File: src/hw/rtl/bcle_pkg.sv
// Shared types and constants for the bounded circular list engine.
`default_nettype none

package bcle_pkg;

   localparam int CAPACITY   = 32;
   localparam int DATA_WIDTH = 32;
   localparam int IDX_W      = $clog2(CAPACITY);
   localparam int CNT_W      = $clog2(CAPACITY + 1);
   localparam int KIND_W     = 3;
   localparam int VALUE_W    = 32;
   localparam int ITEM_W     = 32;
   localparam int STATUS_W   = 2;
   localparam int RSP_DATA_W = ((ITEM_W + STATUS_W + 7) / 8) * 8;

   typedef enum logic [KIND_W-1:0] {
      KIND_CREATE    = 3'd0,
      KIND_INS_FRONT = 3'd1,
      KIND_INS_BACK  = 3'd2,
      KIND_DEL_FRONT = 3'd3,
      KIND_DEL_BACK  = 3'd4,
      KIND_DEL_AFTER = 3'd5,
      KIND_CLEAR     = 3'd6,
      KIND_READ      = 3'd7
   } kind_type;

   typedef enum logic [STATUS_W-1:0] {
      STATUS_OK       = 2'd0,
      STATUS_EMPTY    = 2'd1,
      STATUS_NOTFOUND = 2'd2,
      STATUS_FULL     = 2'd3
   } status_type;

   typedef enum logic [2:0] {
      ADDR_ZERO,
      ADDR_FRONT,
      ADDR_FRONT_PREV,
      ADDR_BACK,
      ADDR_LAST,
      ADDR_POS,
      ADDR_POS_NEXT
   } addr_sel_type;

   typedef enum logic [1:0] {
      FRONT_KEEP,
      FRONT_ZERO,
      FRONT_INC,
      FRONT_DEC
   } front_op_type;

   typedef enum logic [2:0] {
      CNT_KEEP,
      CNT_ONE,
      CNT_INC,
      CNT_DEC,
      CNT_ZERO
   } count_op_type;

   typedef enum logic [1:0] {
      POS_KEEP,
      POS_ZERO,
      POS_INC
   } pos_op_type;

   typedef enum logic {
      WSRC_VALUE,
      WSRC_RDATA
   } wr_src_type;

   typedef enum logic {
      ISEL_REMOVED,
      ISEL_RDATA
   } item_sel_type;

   typedef struct packed {
      logic         capture;
      logic         rd_en;
      logic         wr_en;
      addr_sel_type addr_sel;
      wr_src_type   wr_src;
      front_op_type front_op;
      count_op_type count_op;
      pos_op_type   pos_op;
      logic         clr_removed;
      logic         cap_removed;
      logic         emit;
      item_sel_type item_sel;
      status_type   status;
      logic         last;
   } ctrl_cmd_type;

   typedef struct packed {
      kind_type kind;
      logic     empty;
      logic     full;
      logic     match;
      logic     pos_last;
      logic     out_free;
   } dp_sts_type;

endpackage

`default_nettype wire

File: src/hw/rtl/bounded_circular_list_engine_core.sv
// Top level of the bounded circular list engine: controller plus datapath.
// After acceptance a simple command is decoded and its word loads into the result register;
// the controller returns to accept the next command in the cycle after that word loads.
// Delete after walks the list element by element, then moves each later element
// one place toward the front with a store read followed by a store write.
// Read out gives each word from its own registered store read, issued once the prior word is out.
// Reset clears the list to empty with front at zero; the store is not cleared.
`default_nettype none

module bounded_circular_list_engine_core (
   input  wire logic                                 clock,
   input  wire logic                                 reset,
   input  wire logic                                 req_tvalid,
   output logic                                      req_tready,
   input  wire logic [bcle_pkg::VALUE_W-1:0]         req_tdata,   // value
   input  wire logic [bcle_pkg::KIND_W-1:0]          req_tuser,   // kind
   output logic                                      rsp_tvalid,
   input  wire logic                                 rsp_tready,
   output logic      [bcle_pkg::RSP_DATA_W-1:0]      rsp_tdata,   // item, status, zero pad
   output logic                                      rsp_tlast
);

   import bcle_pkg::*;

   ctrl_cmd_type            cmd;
   dp_sts_type              sts;
   logic [ITEM_W-1:0]       rsp_item;
   logic [STATUS_W-1:0]     rsp_status;

   bcle_ctrl u_ctrl (
      .clock     (clock),
      .reset     (reset),
      .req_valid (req_tvalid),
      .req_ready (req_tready),
      .sts       (sts),
      .cmd       (cmd)
   );

   bcle_dp u_dp (
      .clock      (clock),
      .reset      (reset),
      .cmd        (cmd),
      .sts        (sts),
      .req_kind   (req_tuser),
      .req_value  (req_tdata),
      .rsp_valid  (rsp_tvalid),
      .rsp_ready  (rsp_tready),
      .rsp_item   (rsp_item),
      .rsp_status (rsp_status),
      .rsp_last   (rsp_tlast)
   );

   assign rsp_tdata = RSP_DATA_W'({rsp_status, rsp_item});

endmodule

`default_nettype wire

File: src/hw/rtl/bcle_ram.sv
// Generic single-write, single-read RAM with registered read data.
`default_nettype none

module bcle_ram #(
   parameter int WIDTH = 32,
   parameter int DEPTH = 32
) (
   input  wire logic                     clock,
   input  wire logic                     wr_en,
   input  wire logic [$clog2(DEPTH)-1:0] wr_addr,
   input  wire logic [WIDTH-1:0]         wr_data,
   input  wire logic                     rd_en,
   input  wire logic [$clog2(DEPTH)-1:0] rd_addr,
   output logic      [WIDTH-1:0]         rd_data
);

   logic [WIDTH-1:0] mem_ff [DEPTH];
   logic [WIDTH-1:0] rd_data_ff;

   always_ff @(posedge clock) begin
      if (wr_en) begin
         mem_ff[wr_addr] <= wr_data;
      end
      if (rd_en) begin
         rd_data_ff <= mem_ff[rd_addr];
      end
   end

   assign rd_data = rd_data_ff;

endmodule

`default_nettype wire

File: src/hw/rtl/bcle_dp.sv
// Datapath: ring pointers, element store, compare and the result register.
`default_nettype none

module bcle_dp (
   input  wire logic                               clock,
   input  wire logic                               reset,
   input  wire bcle_pkg::ctrl_cmd_type             cmd,
   output bcle_pkg::dp_sts_type                    sts,
   input  wire logic [bcle_pkg::KIND_W-1:0]        req_kind,
   input  wire logic [bcle_pkg::VALUE_W-1:0]       req_value,
   output logic                                    rsp_valid,
   input  wire logic                               rsp_ready,
   output logic      [bcle_pkg::ITEM_W-1:0]        rsp_item,
   output logic      [bcle_pkg::STATUS_W-1:0]      rsp_status,
   output logic                                    rsp_last
);

   import bcle_pkg::*;

   localparam int SUM_W = CNT_W + 1;

   function automatic logic [DATA_WIDTH-1:0] word_of(logic [VALUE_W-1:0] v);
      logic signed [63:0] x;
      x = 64'(signed'(v));
      return x[DATA_WIDTH-1:0];
   endfunction

   function automatic logic [ITEM_W-1:0] item_of(logic [DATA_WIDTH-1:0] w);
      logic signed [63:0] x;
      x = 64'(signed'(w));
      return x[ITEM_W-1:0];
   endfunction

   logic [IDX_W-1:0]      front_ff, front_in;
   logic [CNT_W-1:0]      count_ff, count_in;
   logic [CNT_W-1:0]      pos_ff, pos_in;
   kind_type              kind_ff;
   logic [DATA_WIDTH-1:0] value_ff;
   logic [DATA_WIDTH-1:0] removed_ff;
   logic                  rsp_valid_ff, rsp_valid_in;
   logic [ITEM_W-1:0]     rsp_item_ff;
   status_type            rsp_status_ff;
   logic                  rsp_last_ff;

   logic [CNT_W-1:0]      offset;
   logic [SUM_W-1:0]      slot_sum;
   logic [IDX_W-1:0]      slot_idx;
   logic [IDX_W-1:0]      front_prev;
   logic [IDX_W-1:0]      front_next;
   logic [IDX_W-1:0]      addr;
   logic [DATA_WIDTH-1:0] wr_data;
   logic [DATA_WIDTH-1:0] rd_data;
   logic [SUM_W-1:0]      pos_plus;

   assign front_prev = (front_ff == '0) ? IDX_W'(CAPACITY - 1) : front_ff - 1'b1;
   assign front_next = (front_ff == IDX_W'(CAPACITY - 1)) ? '0 : front_ff + 1'b1;

   // Ring position of a list offset: front plus offset, wrapped once.
   always_comb begin
      case (cmd.addr_sel)
         ADDR_BACK:     offset = count_ff;
         ADDR_LAST:     offset = count_ff - 1'b1;
         ADDR_POS:      offset = pos_ff;
         ADDR_POS_NEXT: offset = pos_ff + 1'b1;
         default:       offset = '0;
      endcase
      slot_sum = SUM_W'(front_ff) + SUM_W'(offset);
      if (slot_sum >= SUM_W'(CAPACITY)) begin
         slot_sum = slot_sum - SUM_W'(CAPACITY);
      end
      slot_idx = slot_sum[IDX_W-1:0];
   end

   always_comb begin
      unique case (cmd.addr_sel)
         ADDR_ZERO:       addr = '0;
         ADDR_FRONT_PREV: addr = front_prev;
         default:         addr = slot_idx;
      endcase
   end

   assign wr_data = (cmd.wr_src == WSRC_RDATA) ? rd_data : value_ff;

   bcle_ram #(
      .WIDTH (DATA_WIDTH),
      .DEPTH (CAPACITY)
   ) u_store (
      .clock   (clock),
      .wr_en   (cmd.wr_en),
      .wr_addr (addr),
      .wr_data (wr_data),
      .rd_en   (cmd.rd_en),
      .rd_addr (addr),
      .rd_data (rd_data)
   );

   always_comb begin
      case (cmd.front_op)
         FRONT_ZERO: front_in = '0;
         FRONT_INC:  front_in = front_next;
         FRONT_DEC:  front_in = front_prev;
         default:    front_in = front_ff;
      endcase
      case (cmd.count_op)
         CNT_ONE:  count_in = CNT_W'(1);
         CNT_INC:  count_in = count_ff + 1'b1;
         CNT_DEC:  count_in = count_ff - 1'b1;
         CNT_ZERO: count_in = '0;
         default:  count_in = count_ff;
      endcase
      case (cmd.pos_op)
         POS_ZERO: pos_in = '0;
         POS_INC:  pos_in = pos_ff + 1'b1;
         default:  pos_in = pos_ff;
      endcase
      if (cmd.emit) begin
         rsp_valid_in = 1'b1;
      end else if (rsp_ready) begin
         rsp_valid_in = 1'b0;
      end else begin
         rsp_valid_in = rsp_valid_ff;
      end
   end

   always_ff @(posedge clock) begin
      if (reset) begin
         front_ff     <= '0;
         count_ff     <= '0;
         pos_ff       <= '0;
         rsp_valid_ff <= 1'b0;
      end else begin
         front_ff     <= front_in;
         count_ff     <= count_in;
         pos_ff       <= pos_in;
         rsp_valid_ff <= rsp_valid_in;
      end
   end

   always_ff @(posedge clock) begin
      if (cmd.capture) begin
         kind_ff  <= kind_type'(req_kind);
         value_ff <= word_of(req_value);
      end
      if (cmd.clr_removed) begin
         removed_ff <= '0;
      end else if (cmd.cap_removed) begin
         removed_ff <= rd_data;
      end
      if (cmd.emit) begin
         rsp_item_ff   <= (cmd.item_sel == ISEL_RDATA) ? item_of(rd_data)
                                                       : item_of(removed_ff);
         rsp_status_ff <= cmd.status;
         rsp_last_ff   <= cmd.last;
      end
   end

   assign pos_plus = SUM_W'(pos_ff) + 1'b1;

   assign sts.kind     = kind_ff;
   assign sts.empty    = (count_ff == '0);
   assign sts.full     = (count_ff == CNT_W'(CAPACITY));
   assign sts.match    = (rd_data == value_ff);
   assign sts.pos_last = (pos_plus >= SUM_W'(count_ff));
   assign sts.out_free = !rsp_valid_ff || rsp_ready;

   assign rsp_valid  = rsp_valid_ff;
   assign rsp_item   = rsp_item_ff;
   assign rsp_status = rsp_status_ff;
   assign rsp_last   = rsp_last_ff;

endmodule

`default_nettype wire

File: src/hw/rtl/bcle_ctrl.sv
// Controller state machine that sequences each command over the datapath.
`default_nettype none

module bcle_ctrl (
   input  wire logic                    clock,
   input  wire logic                    reset,
   input  wire logic                    req_valid,
   output logic                         req_ready,
   input  wire bcle_pkg::dp_sts_type    sts,
   output bcle_pkg::ctrl_cmd_type       cmd
);

   import bcle_pkg::*;

   typedef enum logic [3:0] {
      ST_IDLE,
      ST_DECODE,
      ST_SEARCH,
      ST_CAPTURE,
      ST_SHIFT_RD,
      ST_SHIFT_WR,
      ST_EMIT,
      ST_OUT_RD,
      ST_OUT_EMIT
   } state_type;

   state_type  state_ff, state_in;
   status_type stat_ff, stat_in;

   always_comb begin
      cmd       = '0;
      state_in  = state_ff;
      stat_in   = stat_ff;
      req_ready = 1'b0;
      unique case (state_ff)
         ST_IDLE: begin
            req_ready = 1'b1;
            if (req_valid) begin
               cmd.capture = 1'b1;
               state_in    = ST_DECODE;
            end
         end
         ST_DECODE: begin
            cmd.clr_removed = 1'b1;
            stat_in         = STATUS_OK;
            state_in        = ST_EMIT;
            unique case (sts.kind)
               KIND_CREATE: begin
                  cmd.wr_en    = 1'b1;
                  cmd.addr_sel = ADDR_ZERO;
                  cmd.front_op = FRONT_ZERO;
                  cmd.count_op = CNT_ONE;
               end
               KIND_INS_FRONT: begin
                  if (sts.full) begin
                     stat_in = STATUS_FULL;
                  end else begin
                     cmd.wr_en    = 1'b1;
                     cmd.addr_sel = ADDR_FRONT_PREV;
                     cmd.front_op = FRONT_DEC;
                     cmd.count_op = CNT_INC;
                  end
               end
               KIND_INS_BACK: begin
                  if (sts.full) begin
                     stat_in = STATUS_FULL;
                  end else begin
                     cmd.wr_en    = 1'b1;
                     cmd.addr_sel = ADDR_BACK;
                     cmd.count_op = CNT_INC;
                  end
               end
               KIND_DEL_FRONT: begin
                  if (sts.empty) begin
                     stat_in = STATUS_EMPTY;
                  end else begin
                     cmd.rd_en    = 1'b1;
                     cmd.addr_sel = ADDR_FRONT;
                     cmd.front_op = FRONT_INC;
                     cmd.count_op = CNT_DEC;
                     state_in     = ST_CAPTURE;
                  end
               end
               KIND_DEL_BACK: begin
                  if (sts.empty) begin
                     stat_in = STATUS_EMPTY;
                  end else begin
                     cmd.rd_en    = 1'b1;
                     cmd.addr_sel = ADDR_LAST;
                     cmd.count_op = CNT_DEC;
                     state_in     = ST_CAPTURE;
                  end
               end
               KIND_DEL_AFTER: begin
                  if (sts.empty) begin
                     stat_in = STATUS_EMPTY;
                  end else begin
                     cmd.rd_en    = 1'b1;
                     cmd.addr_sel = ADDR_FRONT;
                     cmd.pos_op   = POS_ZERO;
                     state_in     = ST_SEARCH;
                  end
               end
               KIND_CLEAR: begin
                  cmd.count_op = CNT_ZERO;
               end
               KIND_READ: begin
                  if (sts.empty) begin
                     stat_in = STATUS_EMPTY;
                  end else begin
                     cmd.pos_op = POS_ZERO;
                     state_in   = ST_OUT_RD;
                  end
               end
               default: begin
                  stat_in = STATUS_OK;
               end
            endcase
         end
         // The read data holds the element at pos; the next read is issued
         // in the same cycle, so the walk does not pause between elements.
         ST_SEARCH: begin
            if (sts.pos_last) begin
               stat_in  = STATUS_NOTFOUND;
               state_in = ST_EMIT;
            end else begin
               cmd.rd_en    = 1'b1;
               cmd.addr_sel = ADDR_POS_NEXT;
               cmd.pos_op   = POS_INC;
               if (sts.match) begin
                  state_in = ST_CAPTURE;
               end
            end
         end
         ST_CAPTURE: begin
            cmd.cap_removed = 1'b1;
            state_in = (sts.kind == KIND_DEL_AFTER) ? ST_SHIFT_RD : ST_EMIT;
         end
         // Close the gap: each later element moves one place toward the front.
         ST_SHIFT_RD: begin
            if (sts.pos_last) begin
               cmd.count_op = CNT_DEC;
               state_in     = ST_EMIT;
            end else begin
               cmd.rd_en    = 1'b1;
               cmd.addr_sel = ADDR_POS_NEXT;
               state_in     = ST_SHIFT_WR;
            end
         end
         ST_SHIFT_WR: begin
            cmd.wr_en    = 1'b1;
            cmd.wr_src   = WSRC_RDATA;
            cmd.addr_sel = ADDR_POS;
            cmd.pos_op   = POS_INC;
            state_in     = ST_SHIFT_RD;
         end
         ST_EMIT: begin
            if (sts.out_free) begin
               cmd.emit     = 1'b1;
               cmd.item_sel = ISEL_REMOVED;
               cmd.status   = stat_ff;
               cmd.last     = 1'b1;
               state_in     = ST_IDLE;
            end
         end
         ST_OUT_RD: begin
            cmd.rd_en    = 1'b1;
            cmd.addr_sel = ADDR_POS;
            state_in     = ST_OUT_EMIT;
         end
         ST_OUT_EMIT: begin
            if (sts.out_free) begin
               cmd.emit     = 1'b1;
               cmd.item_sel = ISEL_RDATA;
               cmd.status   = STATUS_OK;
               cmd.last     = sts.pos_last;
               if (sts.pos_last) begin
                  state_in = ST_IDLE;
               end else begin
                  cmd.pos_op = POS_INC;
                  state_in   = ST_OUT_RD;
               end
            end
         end
         default: begin
            state_in = ST_IDLE;
         end
      endcase
   end

   always_ff @(posedge clock) begin
      if (reset) begin
         state_ff <= ST_IDLE;
         stat_ff  <= STATUS_OK;
      end else begin
         state_ff <= state_in;
         stat_ff  <= stat_in;
      end
   end

endmodule

`default_nettype wire
File: config.mk
export PLATFORM = sky130hd
export DESIGN_NAME = bounded_circular_list_engine_core
export DESIGN_NICKNAME = d
export VERILOG_FILES = /design/src/hw/rtl/bcle_pkg.sv /design/src/hw/rtl/bounded_circular_list_engine_core.sv /design/src/hw/rtl/bcle_ram.sv /design/src/hw/rtl/bcle_dp.sv /design/src/hw/rtl/bcle_ctrl.sv
export SDC_FILE = /design/constraint.sdc
export NUM_CORES = 1
export LEC_CHECK = 0
export BUFFER_PORTS_ARGS = -buffer_cell sky130_fd_sc_hd__buf_4
export CELL_PAD_IN_SITES_DETAIL_PLACEMENT = 0
export CELL_PAD_IN_SITES_GLOBAL_PLACEMENT = 1
export CORE_ASPECT_RATIO = 0.5
export CORE_MARGIN = 1.5
export CORE_UTILIZATION = 54
export CTS_BUF_LIST = sky130_fd_sc_hd__clkbuf_4
export DETAILED_ROUTE_END_ITERATION = 8
export PLACE_DENSITY_LB_ADDON = 0.08
export SETUP_SLACK_MARGIN = 0.4
export SLEW_MARGIN = 20
export SYNTH_ARGS = -nofsm -noshare
export SYNTH_HDL_FRONTEND = slang
export SYNTH_HIERARCHICAL = 1
export SYNTH_SLANG_ARGS = --single-unit
File: constraint.sdc
create_clock -name clock -period 7.84 [get_ports clock]
set_input_delay 0.392 -clock clock [delete_from_list [all_inputs] [get_ports clock]]
set_output_delay 0.392 -clock clock [all_outputs]
set_load 0.01 [all_outputs]
# After elaboration in Yosys (flattened, before gate mapping)
# Memory sizes are Yosys's and may differ from the RTL's. A register that Yosys moved wholly into a read port is not among the register bits.
# Index checks and enable logic that the tools add are counted.
# Widths: inputs -> output; s select.
# word_totals
mem_bits_rw,1024
input_bits,39
out_inout_bits,43
latchBits,0
romBits,0
wordCells,150
register_bits,126
memories,1
# memory_table
name,depth,word_bits,rd,rd_ports_with_merged_regs,wr,line,source
u_dp.u_store.mem_ff,32,32,1,1,1,bcle_ram.sv:17,logic [WIDTH-1:0] mem_ff [DEPTH];
# classes
eq_ne,37
reduce_logical,22
n_mul,0
addsub,8
bitwise,0
muxes,68
n_div,0
shift,0
magnitude_cmp,2
# op_table
cell,count
$mux 32,2
$pmux 6 s4,2
$pmux 4 s9,1
$mux 5,7
$eq 32x32->1,1
$mux 4,7
$eq 3x3->1 const B,8
$mux 2,11
$pmux 5 s2,2
$eq 3x2->1 const B,6
$pmux 3 s6,1
$mux 1,17
$eq 4x3->1 const B,4
$mux 3,5
$pmux 5 s3,1
$add 6x1->6 const B,2
$pmux 3 s4,1
$pmux 4 s3,1
$pmux 6 s2,1
$reduce_or 2->1,6
$sub 5x1->5 const B,2
$pmux 3 s3,1
$eq 4x2->1 const B,2
$pmux 2 s2,2
34 further kinds,44

# Logic depth before layout (Yosys ltp)
# Gate-level depths: netlist of the first run.
# logic_depth
ltp_word,10
ltp_mapped,26
ltp_nobuf,23

# By module
# Netlist of the first run, hierarchy kept.
# modules_own_cells
module,n_inst,seq_area_each_um2,area_per_inst_um2,cells_per_inst
bcle_ram,1,31710.4,40812.9,2260
bcle_dp,1,3103.0,6103.4,528
bcle_ctrl,1,120.1,939.7,142
bounded_circular_list_engine_core,1,0.0,48.8,7

# Worst setup path after synthesis of the first run
# Ideal clock, no wire load.
# synth_timing
path_type,register to register
startpoint,register u_dp.pos_ff[0]
endpoint,memory u_dp.u_store.mem_ff[18][0] (enable)
path_stages_with_launch,22
t_arrival_ns,6.252
required_time_ns,7.419
period_less_slack_ns,6.674
setup_ns,0.421
path_slack_ns,1.166
n_path_buf,1
path_cell_list,dfxtp_1 -> nand3_1 -> or2_1 -> xnor2_1 -> ha_1 -> a211oi_1 -> o21ai_1 -> clkbuf_1 -> nor4b_1 -> a21oi_1 -> o21ai_0 -> nor2_1 -> nand3_1 -> o21ai_0 -> ha_1 -> fa_1 -> a21o_1 -> a21oi_1 -> xnor3_1 -> o22ai_2 -> or3b_2 -> nor2_1
# synth_rtl
element,line,source
start: declaration,bcle_dp.sv:36,"logic [CNT_W-1:0] pos_ff, pos_in;"
start signal: assignment,bcle_dp.sv:134,pos_ff <= pos_in;
end: declaration,bcle_ram.sv:17,

==> flow_metrics.py, run 1 <==
metrics = {
    "status": {
        "status": "completed",
    },
    "worst_setup_path": {
        "critPathLaunchType": "flip-flop",
        "crit_path_cell_trace": "nand3_1, or2_1, xnor2_1, ha_1, a211oi_1, o21ai_1, nor4b_1, a21oi_1, o21ai_1, nor2_1, nand3_1, o21ai_0, ha_1, fa_1, a21o_1, a21oi_1, xnor3_1, o22ai_2, or2_2, buf_4, nor3_1, a31oi_1, nand3_1",
        "crit_path_max_fanout": 18,
        "cp-end-kind": "flip-flop",
        "crit_arrival_ps": 7750,
        "slowest_stage": "or2_2",
        "crit_type": "reg2reg",
        "cp_common_cell": "nand3_1",
        "critPathMaxStageDelay_ps": 760,
        "crit_path_start": "u_dp/pos_ff[0]$_SDFFE_PP0P_",
        "r2r-start": "u_dp/pos_ff[0]$_SDFFE_PP0P_",
        "required_ps": 8740,
    },
    "timing": {
        "tightest_slew_ps": 1110,
        "skew_ps": 79.4,
        "finalSetupTns_ps": 0,
        "timing.final.ws_setup_ps": 986,
        "final_max_slew_viol_count": 0,
        "rsz0062_at_grt": "no",
        "maxSlewHeadroom_pct": 26.1,
        "setup_viol": 0,
        "timing.final.crit_period_ps": 6850,
        "whs_ps": 205,
        "hold_viol_final": 0,
        "post-route-period-util_pct": 87.4,
        "max_freq_mhz": 146,
    },
    "clocking": {
        "tritoncts": "yes",
        "clk_latency_ps": 1190,
        "h-tree-depth": 5,
        "cts_sinks": 1182,
        "cts_setup_buffers": 0,
        "cts_max_path_buffers": 4,
        "ctsRootBufferMaster": "clkbuf_4",
        "numCtsBuffers": 279,
        "path_clk_slew_ps": 80,
    },
    "grt": {
        "overflow": 0,
        "grt_max_degree": 121,
        "first_global_vias": 27100,
        "grt_pass1_wl_um": 186000,
        "grtUsageTotal_pct": 28.9,
        "grt_antenna_before_repair": 5,
    },
    "placement": {
        "dp_hpwl_um": 77900,
        "portBuffers": 75,
        "post-place-cells": 4120,
        "dp_slack_ps": 885,
        "gp_congestion": 0.857,
    },
    "yosys": {
        "avgSynthCellArea_um2": 16.3,
        "yosysWarnings": 6,
        "synthDistinctLibCells": 75,
        "seq_area_frac_synth_pct": 72.9,
        "synth_cells": 2937,
        "mappedNetlistArea_um2": 47900,
        "synth_seq_cells": 1182,
        "synth_edf_count": 1126,
        "synth_flop_cell": "edfxtp_1",
        "async_flop_share_pct": 0,
    },
    "drt": {
        "drt-initial-drc-count": 3401,
        "dr.pass1.iters": 6,
        "ant_nets": 0,
        "drc_errors": 0,
        "vias_per_cell": 6.07,
        "dr_total_vias": 28200,
        "drt-wirelength-per-cell_um": 28.0,
        "wl_um": 130000,
    },
    "die": {
        "die_area_um2": 90600,
        "start_util_pct": 55.1,
        "core_um2": 86900,
        "num_rows": 76,
        "ios": 82,
        "die_y_um": 214,
        "chipWidth_um": 424,
    },
    "layout": {
        "synthToLayoutAreaGrowth_pct": 13.4,
        "drive_gt1_share_pct": 21.0,
        "layout_commonest_cell": "edfxtp_1",
        "final_net_count": 3363,
        "final_cell_mix": "1126 x edfxtp_1, 547 x mux2i_1, 409 x clkbuf_4",
        "fillCellCount": 6526,
        "layout.cells.non_filler": 4647,
    },
    "run": {
        "max_cap_violations": 0,
    },
    "power_and_ir_drop": {
        "finalPower_mw": 16.5,
        "ir_worst_vdd_uv": 162,
        "power_density_nw_per_um2": 303,
        "p_leak_nw": 17.4,
    },
    "worst_hold_path": {
        "min_path_type": "in2reg",
        "min-delay-start": "reset",
    },
}
state kept, by name, indices dropped and copies added (netlist names):
signal and flops:
u_dp/rsp_item 32, u_dp/rsp_last 1, u_dp/kind_ff 3, u_dp/rsp_status 2, u_dp/pos_ff 6, u_dp/u_store/mem_ff 1024, u_dp/rsp_valid 1, u_dp/count_ff 6
u_dp/removed_ff 32, u_dp/u_store/rd_data 32, u_ctrl/stat_ff 2, u_dp/value_ff 32, u_dp/front_ff 5, u_ctrl/state_ff 4
cell type report:
class	instances	area [um2]	area share (%)
Multi-Input combinational cell	1563	12200	22.5
Timing Repair Buffer	256	2340	4.30
Tap cell	1170	1460	2.69
Clock buffer	409	3070	5.65
Sequential cell	1182	34900	64.3
Inverter	23	91.3	0.168
Antenna cell	3	7.51	0.0138
Clock inverter	41	209	0.384
Yosys cell counts (3+ instances only):
library cell	count	area share, %
edfxtp_1	1126	71
mux2i_1	547	11
nand2_1	127	1.0
a21oi_1	125	1.3
nor2_1	112	0.88
nand3_1	109	1.1
a22oi_1	102	1.6
a22o_1	67	1.2
mux2_2	60	1.4
clkbuf_1	57	0.45
dfxtp_1	56	2.3
buf_4	42	0.66
buf_2	40	0.42
nor3_1	40	0.42
xor2_1	36	0.66
a31oi_1	34	0.44
o21ai_0	24	0.25
ha_1	18	0.47
inv_1	18	0.14
buf_6	17	0.40
buf_1	16	0.13
nand2b_1	13	0.17
nand3b_1	10	0.16
nor2b_1	10	0.13
xnor2_1	10	0.18
nor4_1	9	0.12
and3_1	8	0.10
a21o_1	7	0.11
o31ai_1	6	0.094
a211oi_1	5	0.078
nand4_1	5	0.065
nor3b_1	5	0.078
o211ai_1	5	0.078
a32oi_1	4	0.073
inv_2	4	0.031
mux2_1	4	0.094
o21a_1	4	0.063
or3_1	4	0.052
or3b_2	4	0.073
o22a_1	3	0.055
o22ai_1	3	0.039
o32ai_1	3	0.055
through the flow:
stage	area [um2]	utilization (%)
global placement	50300	57.9
CTS	54300	62.5
floorplan	47900	-
detailed placement	50300	57.9
global route	54300	62.5
finish	54300	62.5
worst max-delay path, delay by kind of cell, from the launching register on:
| kind | cells | cell delay, ps |
|---|---|---|
| xor gates and xnor gates | 2 | 530 |
| adders and majority gates | 3 | 890 |
| DFF | 1 | 450 |
| and+or+nand+nor | 8 | 2050 |
| buffers and inverters | 1 | 410 |
| AOI/OAI and AO/OA | 9 | 2240 |
layer usage:
layer / GRT usage, % / vias up / share of wire [%]
met5: 0 / - / 0
met4: 7.98 / 0 / 1.4
met3: 9.04 / 142 / 12
met2: 40.1 / 1411 / 42
met1: 43.9 / 14300 / 45
li1: - / 12300 / -
path summary, 6_finish.rpt:
path                                        endpoint  slack [ps]  cells after the start
setup reg to reg  u_dp/u_store/rd_data[16]$_DFFE_PP_         990                     23
hold / removal       u_ctrl/state_ff[3]$_SDFFE_PP0P_         200                      3
hold reg to reg       u_ctrl/stat_ff[0]$_SDFFE_PP0P_         480                      2
setup / recovery  u_dp/u_store/rd_data[16]$_DFFE_PP_         990                     23
power by group:
part | internal (mW) | total [mW] | leakage (nW) | switching [mW]
Clock | 2.44 | 4.83 | 1.99 | 2.39
Sequential | 7.65 | 7.88 | 10.6 | 0.229
Combinational | 1.29 | 3.78 | 4.79 | 2.50
cells by family (layout without fill, tap and decap cells):
logic type,Yosys count,count (layout),share of synthesized area [%]
flip-flops,1182,1182,72.9
multiplexers,612,612,13.0
AND/OR/NAND/NOR,468,468,4.62
AO/OA/AOI/OAI,410,410,5.80
buffers and inverters,197,729,2.27
XOR/XNOR,47,47,0.888
adder cells (fa/ha/maj),20,20,0.533
other,1,9,0.00783
repair_timing:
action                                 4_1_cts  5_1_grt
endpoints found under the hold margin       62        0
setup endpoints to repair                    0      145
hold buffers                                73        0
resized for setup                            0        1
(Power assumes the default switching activity.)
==> inputs of run 2 (changes only) <==
--- a/config.mk
+++ b/config.mk
@@ -18,5 +18,4 @@
 export SLEW_MARGIN = 20
 export SYNTH_ARGS = -nofsm -noshare
 export SYNTH_HDL_FRONTEND = slang
-export SYNTH_HIERARCHICAL = 1
 export SYNTH_SLANG_ARGS = --single-unit
==> run 2 against run 1 <==
  * Power fell by 0.75%
  * Cell count rose by 3.7%
  * Via count rose by 7.5%
  * Synthesized area fell by 2.2%
==> flow_metrics.py, run 2 <==
metrics = {
    "clocking": {
        "cts_max_path_buffers": 4,
        "cts_resized": 0,
        "hold_buffers": 75,
        "numCtsBuffers": 280,
        "ctsRootBufferMaster": "clkbuf_4",
        "cts_sinks": 1182,
        "cts_setup_buffers": 0,
        "tritoncts": "yes",
        "path_clk_slew_ps": 80,
        "h-tree-depth": 5,
        "clk_latency_ps": 1220,
    },
    "timing": {
        "rsz0062_at_grt": "no",
        "setup_viol": 0,
        "post-route-period-util_pct": 86.3,
        "tightest_slew_ps": 1080,
        "max_freq_mhz": 148,
        "maxSlewHeadroom_pct": 28.1,
        "hold_viol_final": 0,
        "final_max_slew_viol_count": 0,
        "finalSetupTns_ps": 0,
        "timing.final.crit_period_ps": 6770,
        "skew_ps": 81.0,
    },
    "die": {
        "core_um2": 86000,
        "ios": 82,
        "die_y_um": 211,
        "die_area_um2": 88700,
        "start_util_pct": 54.5,
        "chipWidth_um": 420,
        "num_rows": 76,
    },
    "grt": {
        "grt_max_degree": 98,
        "first_global_vias": 28600,
        "grtUsageTotal_pct": 30.8,
        "overflow": 0,
        "grt_antenna_before_repair": 6,
        "grt_pass1_wl_um": 196000,
    },
    "worst_setup_path": {
        "required_ps": 8650,
        "r2r_setup_slack_ps": 1070,
        "reg2regPathDepth": 20,
        "crit_path_max_fanout": 21,
        "critPathLaunchType": "flip-flop",
        "crit_path_cell_trace": "ha_1, nand3_1, xnor2_1, ha_1, a21oi_1, o221ai_1, a41o_1, nor2_1, o21ai_0, o211ai_1, ha_1, fa_1, a21o_1, a21oi_1, xnor2_1, a311oi_1, mux2i_4, nand3_2, nor2_4, buf_4",
        "r2r-start": "u_dp.pos_ff[0]$_SDFFE_PP0P_",
        "crit_type": "reg2reg",
        "cp-end-kind": "flip-flop",
        "slowest_stage": "nor2_4",
        "regToRegEndpoint": "u_dp.u_store.mem_ff[21][16]$_DFFE_PP_",
        "cp_common_cell": "ha_1",
        "crit_arrival_ps": 7580,
        "critPathMaxStageDelay_ps": 740,
    },
    "layout": {
        "synthToLayoutAreaGrowth_pct": 13.5,
        "final_net_count": 3537,
        "fillCellCount": 6524,
        "layout_commonest_cell": "edfxtp_1",
        "multi_input_comb_area_um2": 11200,
        "regMostFlops": "u_dp.u_store.mem_ff",
        "drive_gt1_share_pct": 19.4,
        "largest_register_ff_count": 1024,
        "final_cell_mix": "1126 x edfxtp_1, 550 x nand2_1, 407 x clkbuf_4",
        "register_area_um2": 34900,
        "finalInstanceArea_um2": 53200,
    },
    "drt": {
        "dr_wl_met3_um": 14200,
        "ant_nets": 0,
        "maxUsedRoutingLayer": "met4",
        "wl_um": 136000,
        "drt-wirelength-per-cell_um": 28.1,
        "wl_met2_um": 60200,
        "dr_total_vias": 30300,
        "vias_per_cell": 6.29,
        "drt-initial-drc-count": 3930,
        "wl_met1_um": 58300,
        "drc_errors": 0,
        "dr.pass1.iters": 6,
    },
    "run": {
        "max_cap_violations": 0,
    },
    "yosys": {
        "synth_edf_count": 1126,
        "synth_seq_cells": 1182,
        "synth_top_area_share_pct": 72.1,
        "seq_area_frac_synth_pct": 74.5,
        "synth_cells": 3173,
        "yosys-top-cells-count": "1126 x edfxtp_1, 551 x nand2_1, 329 x a21oi_1",
        "synth_flop_cell": "edfxtp_1",
        "synth_top_area_cell": "edfxtp_1",
        "yosysWarnings": 0,
        "yosysMostFrequentCell": "edfxtp_1",
        "async_flop_share_pct": 0,
        "ys_top_cells_by_area": "edfxtp_1 72%, nand2_1 4.4%, a21oi_1 3.5%",
        "avgSynthCellArea_um2": 14.8,
        "mappedNetlistArea_um2": 46900,
        "synthDistinctLibCells": 72,
    },
    "placement": {
        "gp_congestion": 0.878,
        "portBuffers": 75,
        "dp_hpwl_um": 80700,
        "placed_area_um2": 49100,
    },
    "worst_hold_path": {
        "min_path_type": "in2reg",
        "min-delay-start": "reset",
        "min_path_cells": 3,
        "worst_hold_path.endpoint": "u_dp.count_ff[0]$_SDFFE_PP0P_",
    },
    "status": {
        "status": "completed",
    },
    "power_and_ir_drop": {
        "p_leak_nw": 17.3,
        "power_density_nw_per_um2": 308,
        "ir_worst_vdd_uv": 164,
    },
}
[run 2: worst max-delay path, delay by kind of cell, from the launching register on]
family | cells | cell delay (ps)
AND/OR/NAND/NOR | 4 | 1630
buffers and inverters | 1 | 520
XOR/XNOR | 2 | 590
multiplexers | 1 | 360
AO/OA/AOI/OAI | 8 | 1510
adder cells (fa/ha/maj) | 4 | 1270
flip-flops | 1 | 490
[run 2: area by class of cell]
type	count	share of cell area, %
Tap cell	1170	2.75
Clock buffer	407	5.75
Clock inverter	39	0.379
Antenna cell	7	0.0329
Multi-Input combinational cell	1759	21.1
Timing Repair Buffer	240	4.18
Inverter	17	0.120
Sequential cell	1182	65.7
[run 2: worst max path at each step]
stage | startpoint | endpoint
floorplan | u_dp.pos_ff[0]$_SDFFE_PP0P_ | u_dp.u_store.mem_ff[0][0]$_DFFE_PP_
global placement | u_dp.pos_ff[0]$_SDFFE_PP0P_ | u_dp.u_store.mem_ff[11][5]$_DFFE_PP_
detailed placement | u_dp.pos_ff[0]$_SDFFE_PP0P_ | u_dp.u_store.mem_ff[21][18]$_DFFE_PP_
CTS | u_dp.pos_ff[0]$_SDFFE_PP0P_ | u_dp.u_store.mem_ff[21][16]$_DFFE_PP_
global route | u_dp.pos_ff[0]$_SDFFE_PP0P_ | u_dp.u_store.mem_ff[11][1]$_DFFE_PP_
finish | u_dp.pos_ff[0]$_SDFFE_PP0P_ | u_dp.u_store.mem_ff[21][16]$_DFFE_PP_
[run 2: cell families (layout without fill, tap and decap cells)]
family | Yosys count | count (layout) | share of synthesized area [%]
flops | 1182 | 1182 | 74.5
compound gates | 789 | 789 | 11.9
simple gates | 765 | 765 | 6.79
buf+inv | 237 | 703 | 2.32
mux | 136 | 136 | 3.11
xor+xnor | 45 | 45 | 0.841
fa+ha+maj | 18 | 18 | 0.497
other cells | 1 | 13 | 0.00800
[run 2: stage by stage]
step	instances	utilization [%]	hold slack, ps	power [mW]	setup WS, ps
CTS	4812	61.8	13.1	16.4	1150
floorplan	3178	-	433	10.1	1260
finish	4821	61.9	135	16.4	1070
global route	4820	61.9	96.3	17.0	669
detailed placement	4291	57.1	444	11.6	1230
global placement	4291	57.1	438	11.5	1200
[run 2: per-layer routing]
layer,vias to the layer above,track usage (%)
met2,1725,45.1
met3,200,6.85
met1,15200,46.3
met4,0,9.28
li1,13200,-
met5,-,0
[run 2: power breakdown]
| group | switching [mW] | internal [mW] | leakage [nW] |
|---|---|---|---|
| Sequential | 0.371 | 7.69 | 10.6 |
| Clock | 2.42 | 2.42 | 1.97 |
| Combinational | 2.41 | 1.05 | 4.72 |
